`src/design/ipv_pkg.sv`:
```
// Shared types and codes for the IPv4/IPv6 address text validator.
// Used by ipv_front, ipv_queue, ipv_back and ip_address_text_validator.
package ipv_pkg;

  // Depth of the queue between front and back.
  localparam int QueueDepthDefault = 2;

  // Verdict codes.
  localparam logic [1:0] VerdictNeither = 2'd0;
  localparam logic [1:0] VerdictIpv4    = 2'd1;
  localparam logic [1:0] VerdictIpv6    = 2'd2;

  // Classified character, as queued between front and back.
  typedef struct packed {
    logic       is_dot;
    logic       is_colon;
    logic       is_dec;
    logic       is_hex;
    logic       is_zero;
    logic [3:0] digit;
    logic       last;
  } ipv_class_t;

endpackage

```
`src/design/ipv_front.sv`:
```
// Front end of the address validator: classifies one text character.
// Depends on ipv_pkg for the class struct.
module ipv_front (
  input  logic [7:0]          char_code,
  input  logic                last_char,
  output ipv_pkg::ipv_class_t cls
);

  logic is_dec;
  logic is_lower;
  logic is_upper;
  logic [7:0] offset;

  // Sort the character into separator, decimal or hex digit
  always_comb begin
    is_dec   = (char_code >= 8'h30) && (char_code <= 8'h39);
    is_lower = (char_code >= 8'h61) && (char_code <= 8'h66);
    is_upper = (char_code >= 8'h41) && (char_code <= 8'h46);
    offset   = char_code - 8'h30;

    cls.is_dot   = (char_code == 8'h2E);
    cls.is_colon = (char_code == 8'h3A);
    cls.is_dec   = is_dec;
    cls.is_hex   = is_dec | is_lower | is_upper;
    cls.is_zero  = (char_code == 8'h30);
    cls.digit    = offset[3:0];
    cls.last     = last_char;
  end

endmodule

```
`src/design/ipv_queue.sv`:
```
// Short FIFO of classified characters between front and back.
// Depends on ipv_pkg for the class struct.
module ipv_queue #(
  parameter int DEPTH = ipv_pkg::QueueDepthDefault
) (
  input  logic                clk,
  input  logic                rst,
  input  logic                push,
  input  ipv_pkg::ipv_class_t push_item,
  output logic                not_full,
  output logic                head_valid,
  output ipv_pkg::ipv_class_t head_item,
  input  logic                pop
);

  localparam int PtrW = (DEPTH > 1) ? $clog2(DEPTH) : 1;
  localparam int CntW = $clog2(DEPTH + 1);
  localparam logic [PtrW-1:0] LastIdx = PtrW'(DEPTH - 1);
  localparam logic [CntW-1:0] Full    = CntW'(DEPTH);

  ipv_pkg::ipv_class_t entries [DEPTH];
  logic [PtrW-1:0] wr_ptr;
  logic [PtrW-1:0] rd_ptr;
  logic [CntW-1:0] count;

  assign not_full   = (count != Full);
  assign head_valid = (count != '0);
  assign head_item  = entries[rd_ptr];

  // Store pushed items
  always_ff @(posedge clk) begin
    if (push) begin
      entries[wr_ptr] <= push_item;
    end
  end

  // Advance pointers and count
  always_ff @(posedge clk) begin
    if (rst) begin
      wr_ptr <= '0;
      rd_ptr <= '0;
      count  <= '0;
    end else begin
      if (push) begin
        wr_ptr <= (wr_ptr == LastIdx) ? '0 : wr_ptr + 1'b1;
      end
      if (pop) begin
        rd_ptr <= (rd_ptr == LastIdx) ? '0 : rd_ptr + 1'b1;
      end
      if (push && !pop) begin
        count <= count + 1'b1;
      end else if (pop && !push) begin
        count <= count - 1'b1;
      end
    end
  end

  a_no_overflow : assert property (@(posedge clk) disable iff (rst)
    push |-> (count != Full) || pop)
    else $error("queue pushed while full");

  a_no_underflow : assert property (@(posedge clk) disable iff (rst)
    pop |-> count != '0)
    else $error("queue popped while empty");

  a_count_bound : assert property (@(posedge clk) disable iff (rst)
    count <= Full)
    else $error("queue count beyond depth");

endmodule

```
`src/design/ipv_back.sv`:
```
// Back end of the address validator: group tracking and verdict register.
// Depends on ipv_pkg for the class struct and verdict codes.
module ipv_back (
  input  logic                clk,
  input  logic                rst,
  input  logic                head_valid,
  input  ipv_pkg::ipv_class_t head_item,
  output logic                pop,
  output logic [1:0]          verdict,
  output logic                verdict_valid,
  input  logic                verdict_ready
);

  typedef enum logic [1:0] {
    MODE_NONE  = 2'd0,
    MODE_DOT   = 2'd1,
    MODE_COLON = 2'd2
  } mode_t;

  mode_t      sep_mode;
  logic [3:0] group_count;
  logic [2:0] digit_count;
  logic [8:0] group_value;
  logic       first_is_zero;
  logic       all_decimal;
  logic       all_hex;
  logic       failed;

  mode_t      sep_mode_next;
  logic [3:0] group_count_next;
  logic [2:0] digit_count_next;
  logic [8:0] group_value_next;
  logic       first_is_zero_next;
  logic       all_decimal_next;
  logic       all_hex_next;
  logic       failed_next;
  logic [1:0] verdict_next;

  logic        is_sep;
  logic        closing;
  mode_t       item_mode;
  mode_t       close_mode;
  logic [12:0] scaled;
  logic [2:0]  g_count;
  logic [8:0]  g_value;
  logic        g_zero;
  logic        g_dec;
  logic        g_hex;
  logic        g_ok;
  logic [3:0]  gc_inc;
  logic        load;

  // Take an item unless it is a final one and the verdict slot is still full
  assign pop  = head_valid && (!head_item.last || !verdict_valid || verdict_ready);
  assign load = pop && head_item.last;

  // Update the open group, close it on a separator or the last character
  always_comb begin
    is_sep    = head_item.is_dot | head_item.is_colon;
    closing   = is_sep | head_item.last;
    item_mode = head_item.is_dot ? MODE_DOT : MODE_COLON;
    scaled    = {1'b0, group_value, 3'b000} + {3'b000, group_value, 1'b0}
                + {9'd0, head_item.digit};

    if (is_sep) begin
      g_count    = digit_count;
      g_value    = group_value;
      g_zero     = first_is_zero;
      g_dec      = all_decimal;
      g_hex      = all_hex;
      close_mode = item_mode;
    end else begin
      g_count    = (digit_count == 3'd7) ? 3'd7 : digit_count + 3'd1;
      g_value    = group_value;
      if (head_item.is_dec) begin
        g_value = (scaled > 13'd511) ? 9'd511 : scaled[8:0];
      end
      g_zero     = (digit_count == 3'd0) ? head_item.is_zero : first_is_zero;
      g_dec      = all_decimal & head_item.is_dec;
      g_hex      = all_hex & head_item.is_hex;
      close_mode = sep_mode;
    end

    case (close_mode)
      MODE_DOT: begin
        g_ok = (g_count >= 3'd1) && (g_count <= 3'd3) && g_dec
               && !((g_count > 3'd1) && g_zero) && (g_value <= 9'd255);
      end
      MODE_COLON: begin
        g_ok = (g_count >= 3'd1) && (g_count <= 3'd4) && g_hex;
      end
      default: begin
        g_ok = (g_count >= 3'd1);
      end
    endcase

    gc_inc = (group_count == 4'd15) ? 4'd15 : group_count + 4'd1;

    failed_next = failed;
    if (is_sep) begin
      if (digit_count == 3'd0) failed_next = 1'b1;
      if (sep_mode != MODE_NONE && sep_mode != item_mode) failed_next = 1'b1;
      if (head_item.last) failed_next = 1'b1;
    end
    if (closing) begin
      if (!g_ok) failed_next = 1'b1;
      if (close_mode == MODE_DOT && gc_inc > 4'd4) failed_next = 1'b1;
      if (close_mode == MODE_COLON && gc_inc > 4'd8) failed_next = 1'b1;
    end

    sep_mode_next    = is_sep ? item_mode : sep_mode;
    group_count_next = closing ? gc_inc : group_count;
    if (closing) begin
      digit_count_next   = 3'd0;
      group_value_next   = 9'd0;
      first_is_zero_next = 1'b0;
      all_decimal_next   = 1'b1;
      all_hex_next       = 1'b1;
    end else begin
      digit_count_next   = g_count;
      group_value_next   = g_value;
      first_is_zero_next = g_zero;
      all_decimal_next   = g_dec;
      all_hex_next       = g_hex;
    end

    verdict_next = ipv_pkg::VerdictNeither;
    if (!failed_next) begin
      if (sep_mode_next == MODE_DOT && group_count_next == 4'd4) begin
        verdict_next = ipv_pkg::VerdictIpv4;
      end else if (sep_mode_next == MODE_COLON && group_count_next == 4'd8) begin
        verdict_next = ipv_pkg::VerdictIpv6;
      end
    end
  end

  // Hold string state; clear it after the final character
  always_ff @(posedge clk) begin
    if (rst || load) begin
      sep_mode      <= MODE_NONE;
      group_count   <= 4'd0;
      digit_count   <= 3'd0;
      group_value   <= 9'd0;
      first_is_zero <= 1'b0;
      all_decimal   <= 1'b1;
      all_hex       <= 1'b1;
      failed        <= 1'b0;
    end else if (pop) begin
      sep_mode      <= sep_mode_next;
      group_count   <= group_count_next;
      digit_count   <= digit_count_next;
      group_value   <= group_value_next;
      first_is_zero <= first_is_zero_next;
      all_decimal   <= all_decimal_next;
      all_hex       <= all_hex_next;
      failed        <= failed_next;
    end
  end

  // Hold the verdict until it is taken
  always_ff @(posedge clk) begin
    if (rst) begin
      verdict_valid <= 1'b0;
    end else if (load) begin
      verdict_valid <= 1'b1;
    end else if (verdict_ready) begin
      verdict_valid <= 1'b0;
    end
  end

  always_ff @(posedge clk) begin
    if (load) begin
      verdict <= verdict_next;
    end
  end

  a_load_slot_free : assert property (@(posedge clk) disable iff (rst)
    load |-> !verdict_valid || verdict_ready)
    else $error("verdict overwritten before it was taken");

  a_clear_after_load : assert property (@(posedge clk) disable iff (rst)
    load |=> sep_mode == MODE_NONE && group_count == 4'd0 && !failed)
    else $error("string state not cleared after final character");

  a_verdict_code : assert property (@(posedge clk) disable iff (rst)
    verdict_valid |-> verdict == ipv_pkg::VerdictNeither
      || verdict == ipv_pkg::VerdictIpv4 || verdict == ipv_pkg::VerdictIpv6)
    else $error("verdict holds an unused code");

endmodule

```
`src/design/ip_address_text_validator.sv`:
```
// IPv4/IPv6 address text validator, top level.
// With the queue empty, the final character is registered in the queue and then in the verdict register.
// Throughput: one character per cycle while char_ready is high; the back end updates its counters on each pop.
// A full verdict register stalls only final characters; the queue absorbs the rest.
// Reset (rst, synchronous) empties the queue, clears the string state and verdict_valid.
// Depends on ipv_pkg, ipv_front, ipv_queue and ipv_back.
module ip_address_text_validator #(
  parameter int QueueDepth = ipv_pkg::QueueDepthDefault
) (
  input  logic       clk,
  input  logic       rst,
  input  logic       char_valid,
  output logic       char_ready,
  input  logic [7:0] char_code,
  input  logic       last_char,
  output logic       verdict_valid,
  input  logic       verdict_ready,
  output logic [1:0] verdict
);

  ipv_pkg::ipv_class_t cls;
  ipv_pkg::ipv_class_t head_item;
  logic                head_valid;
  logic                pop;
  logic                not_full;

  // Classify incoming characters
  ipv_front u_front (
    .char_code (char_code),
    .last_char (last_char),
    .cls       (cls)
  );

  assign char_ready = not_full;

  // Decouple front and back
  ipv_queue #(
    .DEPTH (QueueDepth)
  ) u_queue (
    .clk        (clk),
    .rst        (rst),
    .push       (char_valid && not_full),
    .push_item  (cls),
    .not_full   (not_full),
    .head_valid (head_valid),
    .head_item  (head_item),
    .pop        (pop)
  );

  // Track groups and produce the verdict
  ipv_back u_back (
    .clk           (clk),
    .rst           (rst),
    .head_valid    (head_valid),
    .head_item     (head_item),
    .pop           (pop),
    .verdict       (verdict),
    .verdict_valid (verdict_valid),
    .verdict_ready (verdict_ready)
  );

endmodule

```
`config.mk`:
```
export PLATFORM = sky130hd
export DESIGN_NAME = ip_address_text_validator
export DESIGN_NICKNAME = d
export VERILOG_FILES = /design/src/design/ipv_pkg.sv /design/src/design/ipv_front.sv /design/src/design/ipv_queue.sv /design/src/design/ipv_back.sv /design/src/design/ip_address_text_validator.sv
export SDC_FILE = /design/constraint.sdc
export NUM_CORES = 1
export LEC_CHECK = 0
export ABC_AREA = 1
export BUFFER_PORTS_ARGS = -buffer_cell sky130_fd_sc_hd__buf_2
export CAP_MARGIN = 20
export CORE_MARGIN = 2
export CORE_UTILIZATION = 40
export DETAILED_ROUTE_END_ITERATION = 6
export GPL_TIMING_DRIVEN = 0
export PLACE_DENSITY = 0.61
export SYNTH_ARGS = -nofsm -noshare
export SYNTH_HDL_FRONTEND = slang
export SYNTH_SLANG_ARGS = --single-unit
```
`constraint.sdc`:
```
create_clock -name clk -period 3.7 [get_ports clk]
set_input_delay 0.185 -clock clk [delete_from_list [all_inputs] [get_ports clk]]
set_output_delay 0.185 -clock clk [all_outputs]
set_load 0.005 [all_outputs]
```
==> summary.txt, run 1 <==
First-pass GRT wire length: 10.5 mm
Worst path arrival time: 3.30 ns
CP delay by family, top: adder cells
Total power: 0.00209 W
Final setup violation count: 0
FILL cells: 768
Clock root cell: clkbuf_8
Post-synthesis register bit count: 50
Share of layout cells above drive strength 1: 12.1%
Fin. max-slew vios: 0
Initial antenna violation count: 0
RSZ-0062 raised after global routing: false
Overall Global Routing Usage: 15.1%
Setup_tns: 0 ns
Vias in the first global route: 2,356
TritonCTS clock tree: done
Vias per Instance: 4.93
Yosys top cell by area: edfxtp_1
Post_cts resized: 0
# nets final: 457
Max H-tree Level: 2
Input/output buffers: 16
Die area: 8470 µm²
Die Wd: 92.0 µm
Startpoint Class: flop
Maxcap violations: 0
Number of remaining DRC errors: 0
Slowest stage delay, CP: 0.49 ns
Slew @ Worst Pin: 0.859 ns
Syn Nets: 434
Post-Syn Instances: 396
Top Ports: 17
Via count: 2,573
Worst Path Required: 3.89 ns
Num Clock Sinks: 50
CP endpoint kind: flop
Lkg Pwr: 1.58 nW
Reg clk slew, reported paths: 0.09 ns
DP Area: 3310 µm²
Ys async rst share: 0%
Clk buf depth: 2
Cell variety after synth: 40
Register area share after synthesis: 39.4%
Routability Congestion: 0.841
Outcome: finished, final reports clean
Area Growth Syn to Fin: 9.89%
Worst-path cell chain: buf_6 > mux2i_1 > fa_1 > inv_1 > fa_1 > nand3_1 > nand2_1 > nand2_1 > nand2_1 > nand2_1 > nand2_1 > nor2_1 > nand3_1 > o21ai_0 > a21oi_1
Period utilisation layout: 83.8%
Hold Fails Final Rpt: 0
Cts hold-fix bufs: 0
Post-synth EDFFs: 22
Top post-synthesis cells by area: edfxtp_1, dfxtp_1, nand2_1
Standard-cell row count: 32
Wire per inst: 11.7 µm
Worst Hold Class: input port to flop
Largest net degree at the start of global routing: 17
Share of the synthesized area in the top cell type: 21.3%
Initial DRT Pass Iterations: 4
Mapped Area: 3100 µm²
TritonCTS Buffers: 5
Setup CP Type: flop to flop
Synth Warn #: 0
Count of buffer and inverter cells on the critical path: 2
Max Fclk: 322 MHz
Most frequent cell after synthesis: nand2_1
Worst Path Max Fanout: 10
Post-CTS setup buffers: 0
Starting Density: 40.7%
Slowest CP cell: fa_1
Power Dens Cells: 615 nW/µm²
Starting DRT DRC Count: 133
DP HPWL: 4.69 mm
Final clock skew: 0.00392 ns
Hold_ws: 0.0375 ns
Ys flop type: dfxtp_1
# diodes: 0
CP dominant cell by count: nand2_1
Total Wirelength: 6.11 mm
VDD IR max: 0.361 mV
Post-layout instance area: 3410 µm²
Tmin final: 3.10 ns
Core region area: 7610 µm²
Mean area per synthesized cell: 7.83 µm²
Max-slew headroom: 42.5%
Skew-Pair Late Insertion Delay: 0.30 ns
Top post-synthesis cells by count: nand2_1, inv_1, a21oi_1
GRT overflow: 0
Die Y: 92.0 µm
Post-route ant nets: 0
==> per-layer routing <==
| layer | routed length (µm) | GRT usage (%) | part of all wire (%) |
|---|---|---|---|
| met3 | 147 | 2.71 | 2.4 |
| met2 | 2830 | 25.3 | 46 |
| met1 | 3070 | 20.6 | 50 |
| met5 | 0 | 0 | 0 |
| met4 | 61 | 3.36 | 1.0 |
==> cells by family (layout without fill, tap and decap cells) <==
kind of cell | after synthesis | count (layout) | share of synthesized area [%]
AOI/OAI and AO/OA | 87 | 87 | 16.4
xor gates and xnor gates | 5 | 5 | 1.41
adders and majority gates | 25 | 25 | 10.6
buffers and inverters | 64 | 88 | 8.36
DFF | 50 | 50 | 39.4
muxes | 1 | 1 | 0.323
and+or+nand+nor | 164 | 164 | 23.5
==> final cells by class <==
type | instances | area [µm²] | area share (%)
Clock inverter | 2 | 16.3 | 0.478
Clock buffer | 6 | 82.6 | 2.42
Buffer | 7 | 45.0 | 1.32
Multi-Input combinational cell | 282 | 1620 | 47.5
Tap cell | 102 | 128 | 3.75
Inverter | 57 | 214 | 6.28
Timing Repair Buffer | 16 | 80.1 | 2.35
Sequential cell | 50 | 1220 | 35.9
==> layout by cell type, fill, tap and decap left out, types with 6 or more instances in the layout <==
| master | Yosys | routed |
|---|---|---|
| edfxtp_1 | 22 | 22 |
| o21ai_0 | 26 | 26 |
| ha_1 | 23 | 23 |
| clkbuf_8 | 0 | 6 |
| nand2_1 | 89 | 89 |
| dfxtp_1 | 28 | 28 |
| nand4_1 | 6 | 6 |
| a21oi_1 | 35 | 35 |
| buf_2 | 3 | 19 |
| inv_1 | 52 | 52 |
| nor2_1 | 29 | 29 |
| nand3_1 | 21 | 21 |
==> worst register-to-register path, stage by stage (launching register included) <==
cell and delay [ns]:
dfxtp_1 0.37, buf_6 0.17, mux2i_1 0.11, fa_1 0.48
inv_1 0.07, fa_1 0.49, nand3_1 0.12, nand2_1 0.11
nand2_1 0.11, nand2_1 0.06, nand2_1 0.05, nand2_1 0.04
nor2_1 0.17, nand3_1 0.27, o21ai_0 0.27, a21oi_1 0.09
==> final timing paths <==
kind                        from                     to  slack (ns)  cells after the start
setup / recovery            flop  u_back.group_value[6]        0.60                     15
hold / removal               rst   u_back.verdict_valid        0.04                      2
setup reg to reg            flop  u_back.group_value[6]        0.60                     15
hold reg to reg   u_queue.rd_ptr                   flop        0.45                      1
==> report_power, final <==
part	total, W	switching (W)	internal, W
clock network	0.000339	0.000185	0.000154
registers	0.000762	0.0000678	0.000694
logic	0.000992	0.000662	0.000330
total	0.00209	0.000915	0.00118
==> metrics by stage <==
step | setup WS [ns] | util [%] | instances
floorplan | 1.07 | - | 396
global placement | 0.670 | 43.5 | 514
detailed placement | 0.653 | 43.5 | 514
CTS | 0.631 | 44.8 | 522
global route | 0.346 | 44.8 | 522
finish | 0.598 | 44.8 | 522
==> flip-flops by register name (all words and copies together), names as in the netlist, named ones only <==
name                  cells
u_back.group_value        9
u_back.failed             1
u_back.digit_count        3
u_queue.count             2
u_back.verdict_valid      1
u_queue.rd_ptr            1
u_back.sep_mode           2
u_back.all_hex            1
u_queue.wr_ptr            1
u_queue.entries          20
u_back.first_is_zero      1
u_back.verdict            2
u_back.all_decimal        1
u_back.group_count        4
(Power assumes the default switching activity.)
==> inputs of run 2 (changes only) <==
--- a/config.mk
+++ b/config.mk
@@ -5,7 +5,7 @@
 export SDC_FILE = /design/constraint.sdc
 export NUM_CORES = 1
 export LEC_CHECK = 0
-export ABC_AREA = 1
+export ABC_AREA = 0
 export BUFFER_PORTS_ARGS = -buffer_cell sky130_fd_sc_hd__buf_2
 export CAP_MARGIN = 20
 export CORE_MARGIN = 2
==> constraint.sdc (replaced) <==
create_clock -name clk -period 2.97 [get_ports clk]
set_input_delay 0.1485 -clock clk [delete_from_list [all_inputs] [get_ports clk]]
set_output_delay 0.1485 -clock clk [all_outputs]
set_load 0.005 [all_outputs]
==> run 2 against run 1 <==
Net effect: critical path depth down 4; synthesized cell count shrank 23%; critical endpoint is now u_back.verdict[0]; register-to-register slack worse by 0.53 ns; largest cell class unchanged; combinational power increased by 23%.
==> summary.txt, run 2 <==
Mapped Area: 3030 µm²
Logic pwr share: 46.9%
Slowest stage delay, CP: 0.52 ns
Setup WS pre-CTS: -0.321 ns
TritonCTS clock tree: done
GRT overflow: 0
Top post-synthesis cells by count: dfxtp_1, a21oi_1, ha_1, nand2_1, nor2_1
Vias in the first global route: 2,283
Max Fclk: 345 MHz
Top post-synthesis cells by area: edfxtp_1, dfxtp_1, ha_1
Post-synthesis register bit count: 50
Cell variety after synth: 62
First-pass GRT wire length: 10.5 mm
Routability Congestion: 0.819
Power Dens Cells: 741 nW/µm²
Clock Power Share: 16.3%
Post-layout instance area: 3500 µm²
RSZ-0062 raised after global routing: true
Final setup violation count: 0
Core region area: 7290 µm²
Skew-Pair Late Insertion Delay: 0.31 ns
Die Wd: 91.1 µm
Initial DRT Pass Iterations: 4
Yosys top cell by area: edfxtp_1
Starting Density: 41.6%
VDD IR max: 0.487 mV
FILL cells: 709
Worst Path Max Fanout: 4
Switching share of total power: 39.5%
Clock root cell: clkbuf_8
Startpoint Class: flop
Vias per Instance: 5.42
Num Clock Sinks: 50
Hold Fails Final Rpt: 0
Most frequent cell after synthesis: dfxtp_1
Reg clk slew, reported paths: 0.10 ns
Lkg Pwr: 1.31 nW
Sequential fraction of design power: 36.7%
CP delay by family, top: compound AO/OA/AOI/OAI gates
Wire per inst: 14.4 µm
Fin. max-slew vios: 0
Final clock skew: 0.0142 ns
# nets final: 374
Psw: 0.00103 W
Core Util, Final: 48.1%
Cts hold-fix bufs: 0
Post-Syn Instances: 305
Initial antenna violation count: 0
Biggest regs: u_queue.entries (20), u_back.group_value (9), u_back.group_count (4)
Number of remaining DRC errors: 0
Via count: 2,364
CP endpoint kind: flop
Post-route ant nets: 0
Input/output buffers: 15
Share of layout cells above drive strength 1: 22.3%
Ys flop type: dfxtp_1
Max-slew headroom: 48.0%
DP Area: 3230 µm²
Starting DRT DRC Count: 116
DP HPWL: 4.47 mm
Outcome: finished, final reports clean
Register area share after synthesis: 40.3%
Int Pwr: 0.00157 W
Worst-path cell chain: buf_8 > mux2i_4 > fa_1 > inv_2 > ha_4 > a211oi_2 > o31a_1 > a221o_1 > o2111a_2 > a31oi_4 > nor4_2
Max H-tree Level: 2
TritonCTS Buffers: 5
Largest net degree at the start of global routing: 17
Hold_ws: 0.0290 ns
Period utilisation layout: 97.6%
Commonest non-fill, non-tap cell in the layout: dfxtp_1
Standard-cell row count: 31
Worst Hold Class: input port to flop
Setup CP Type: flop to flop
# diodes: 0
Top Ports: 17
Total Wirelength: 6.29 mm
Ys async rst share: 0%
Commonest cells after routing, fill and taps aside: dfxtp_1, a21oi_1, nor2_1
Slew @ Worst Pin: 0.777 ns
Slowest CP cell: fa_1
Tmin final: 2.90 ns
Setup_tns: 0 ns
Most flops, register: u_queue.entries
Synth Warn #: 0
Die Y: 91.1 µm
Worst path arrival time: 2.97 ns
Syn Nets: 343
Share of the synthesized area in the top cell type: 21.8%
Overall Global Routing Usage: 15.7%
Area Growth Syn to Fin: 15.6%
Setup ws final: 0.0720 ns
Max reg flops: 20
Worst Path Required: 3.05 ns
Mean area per synthesized cell: 9.94 µm²
Die area: 8290 µm²
Maxcap violations: 0
Post-synth EDFFs: 22
Count of buffer and inverter cells on the critical path: 2
Clk buf depth: 2
-- run 2: kinds of logic (layout without fill, tap and decap cells) --
kind of cell / after synthesis / after routing / share of synthesized area (%)
AND/OR/NAND/NOR: 91 / 91 / 16.6
AO/OA/AOI/OAI: 88 / 88 / 20.1
XOR/XNOR: 9 / 9 / 2.60
buffers and inverters: 27 / 59 / 4.42
flip-flops: 50 / 50 / 40.3
multiplexers: 15 / 15 / 5.16
adder cells (fa/ha/maj): 25 / 25 / 10.8
-- run 2: final timing paths --
path	start	end	slack [ns]	cells after the start
worst max-delay path	flop	u_back.verdict[0]	0.07	11
worst max register to register	flop	u_back.verdict[0]	0.07	11
worst min register to register	u_back.all_hex	u_back.all_hex	0.48	1
worst min-delay path	last_char	u_queue.entries[1][0]	0.03	1
-- run 2: layout make-up --
type | count | area [µm²] | share of cell area, %
Buffer | 12 | 73.8 | 2.11
Tap cell | 99 | 124 | 3.53
Clock inverter | 2 | 17.5 | 0.500
Timing Repair Buffer | 25 | 150 | 4.28
Sequential cell | 50 | 1220 | 34.9
Inverter | 14 | 52.6 | 1.50
Multi-Input combinational cell | 228 | 1780 | 50.8
Clock buffer | 6 | 82.6 | 2.36
-- run 2: routing by layer --
layer | vias to the layer above | track usage [%] | share of wire (%)
met5 | - | 0 | 0
met4 | 0 | 4.92 | 1.1
met3 | 7 | 2.74 | 2.2
met2 | 23 | 26.0 | 48
met1 | 1129 | 20.8 | 48
li1 | 1205 | - | -
-- run 2: metrics by stage --
| step | total power (W) | std cells |
|---|---|---|
| floorplan | 0.00181 | 305 |
| global placement | 0.00205 | 419 |
| detailed placement | 0.00206 | 419 |
| CTS | 0.00256 | 432 |
| global route | 0.00278 | 436 |
| finish | 0.00260 | 436 |
-- run 2: what timing repair did --
item / CTS / global route
setup endpoints to repair: 12 / 10
buffers inserted: 6 / 4
pin swaps: 5 / 10
resized for setup: 12 / 12
gates cloned: 0 / 0
-- run 2: power groups by stage --
stage               clock (W)  sequential, W  combinational [W]
global route         0.000463       0.000972            0.00135
CTS                  0.000440       0.000946            0.00117
finish               0.000424       0.000953            0.00122
global placement            0       0.000955            0.00110
detailed placement          0       0.000958            0.00110
floorplan                   0       0.000937           0.000874
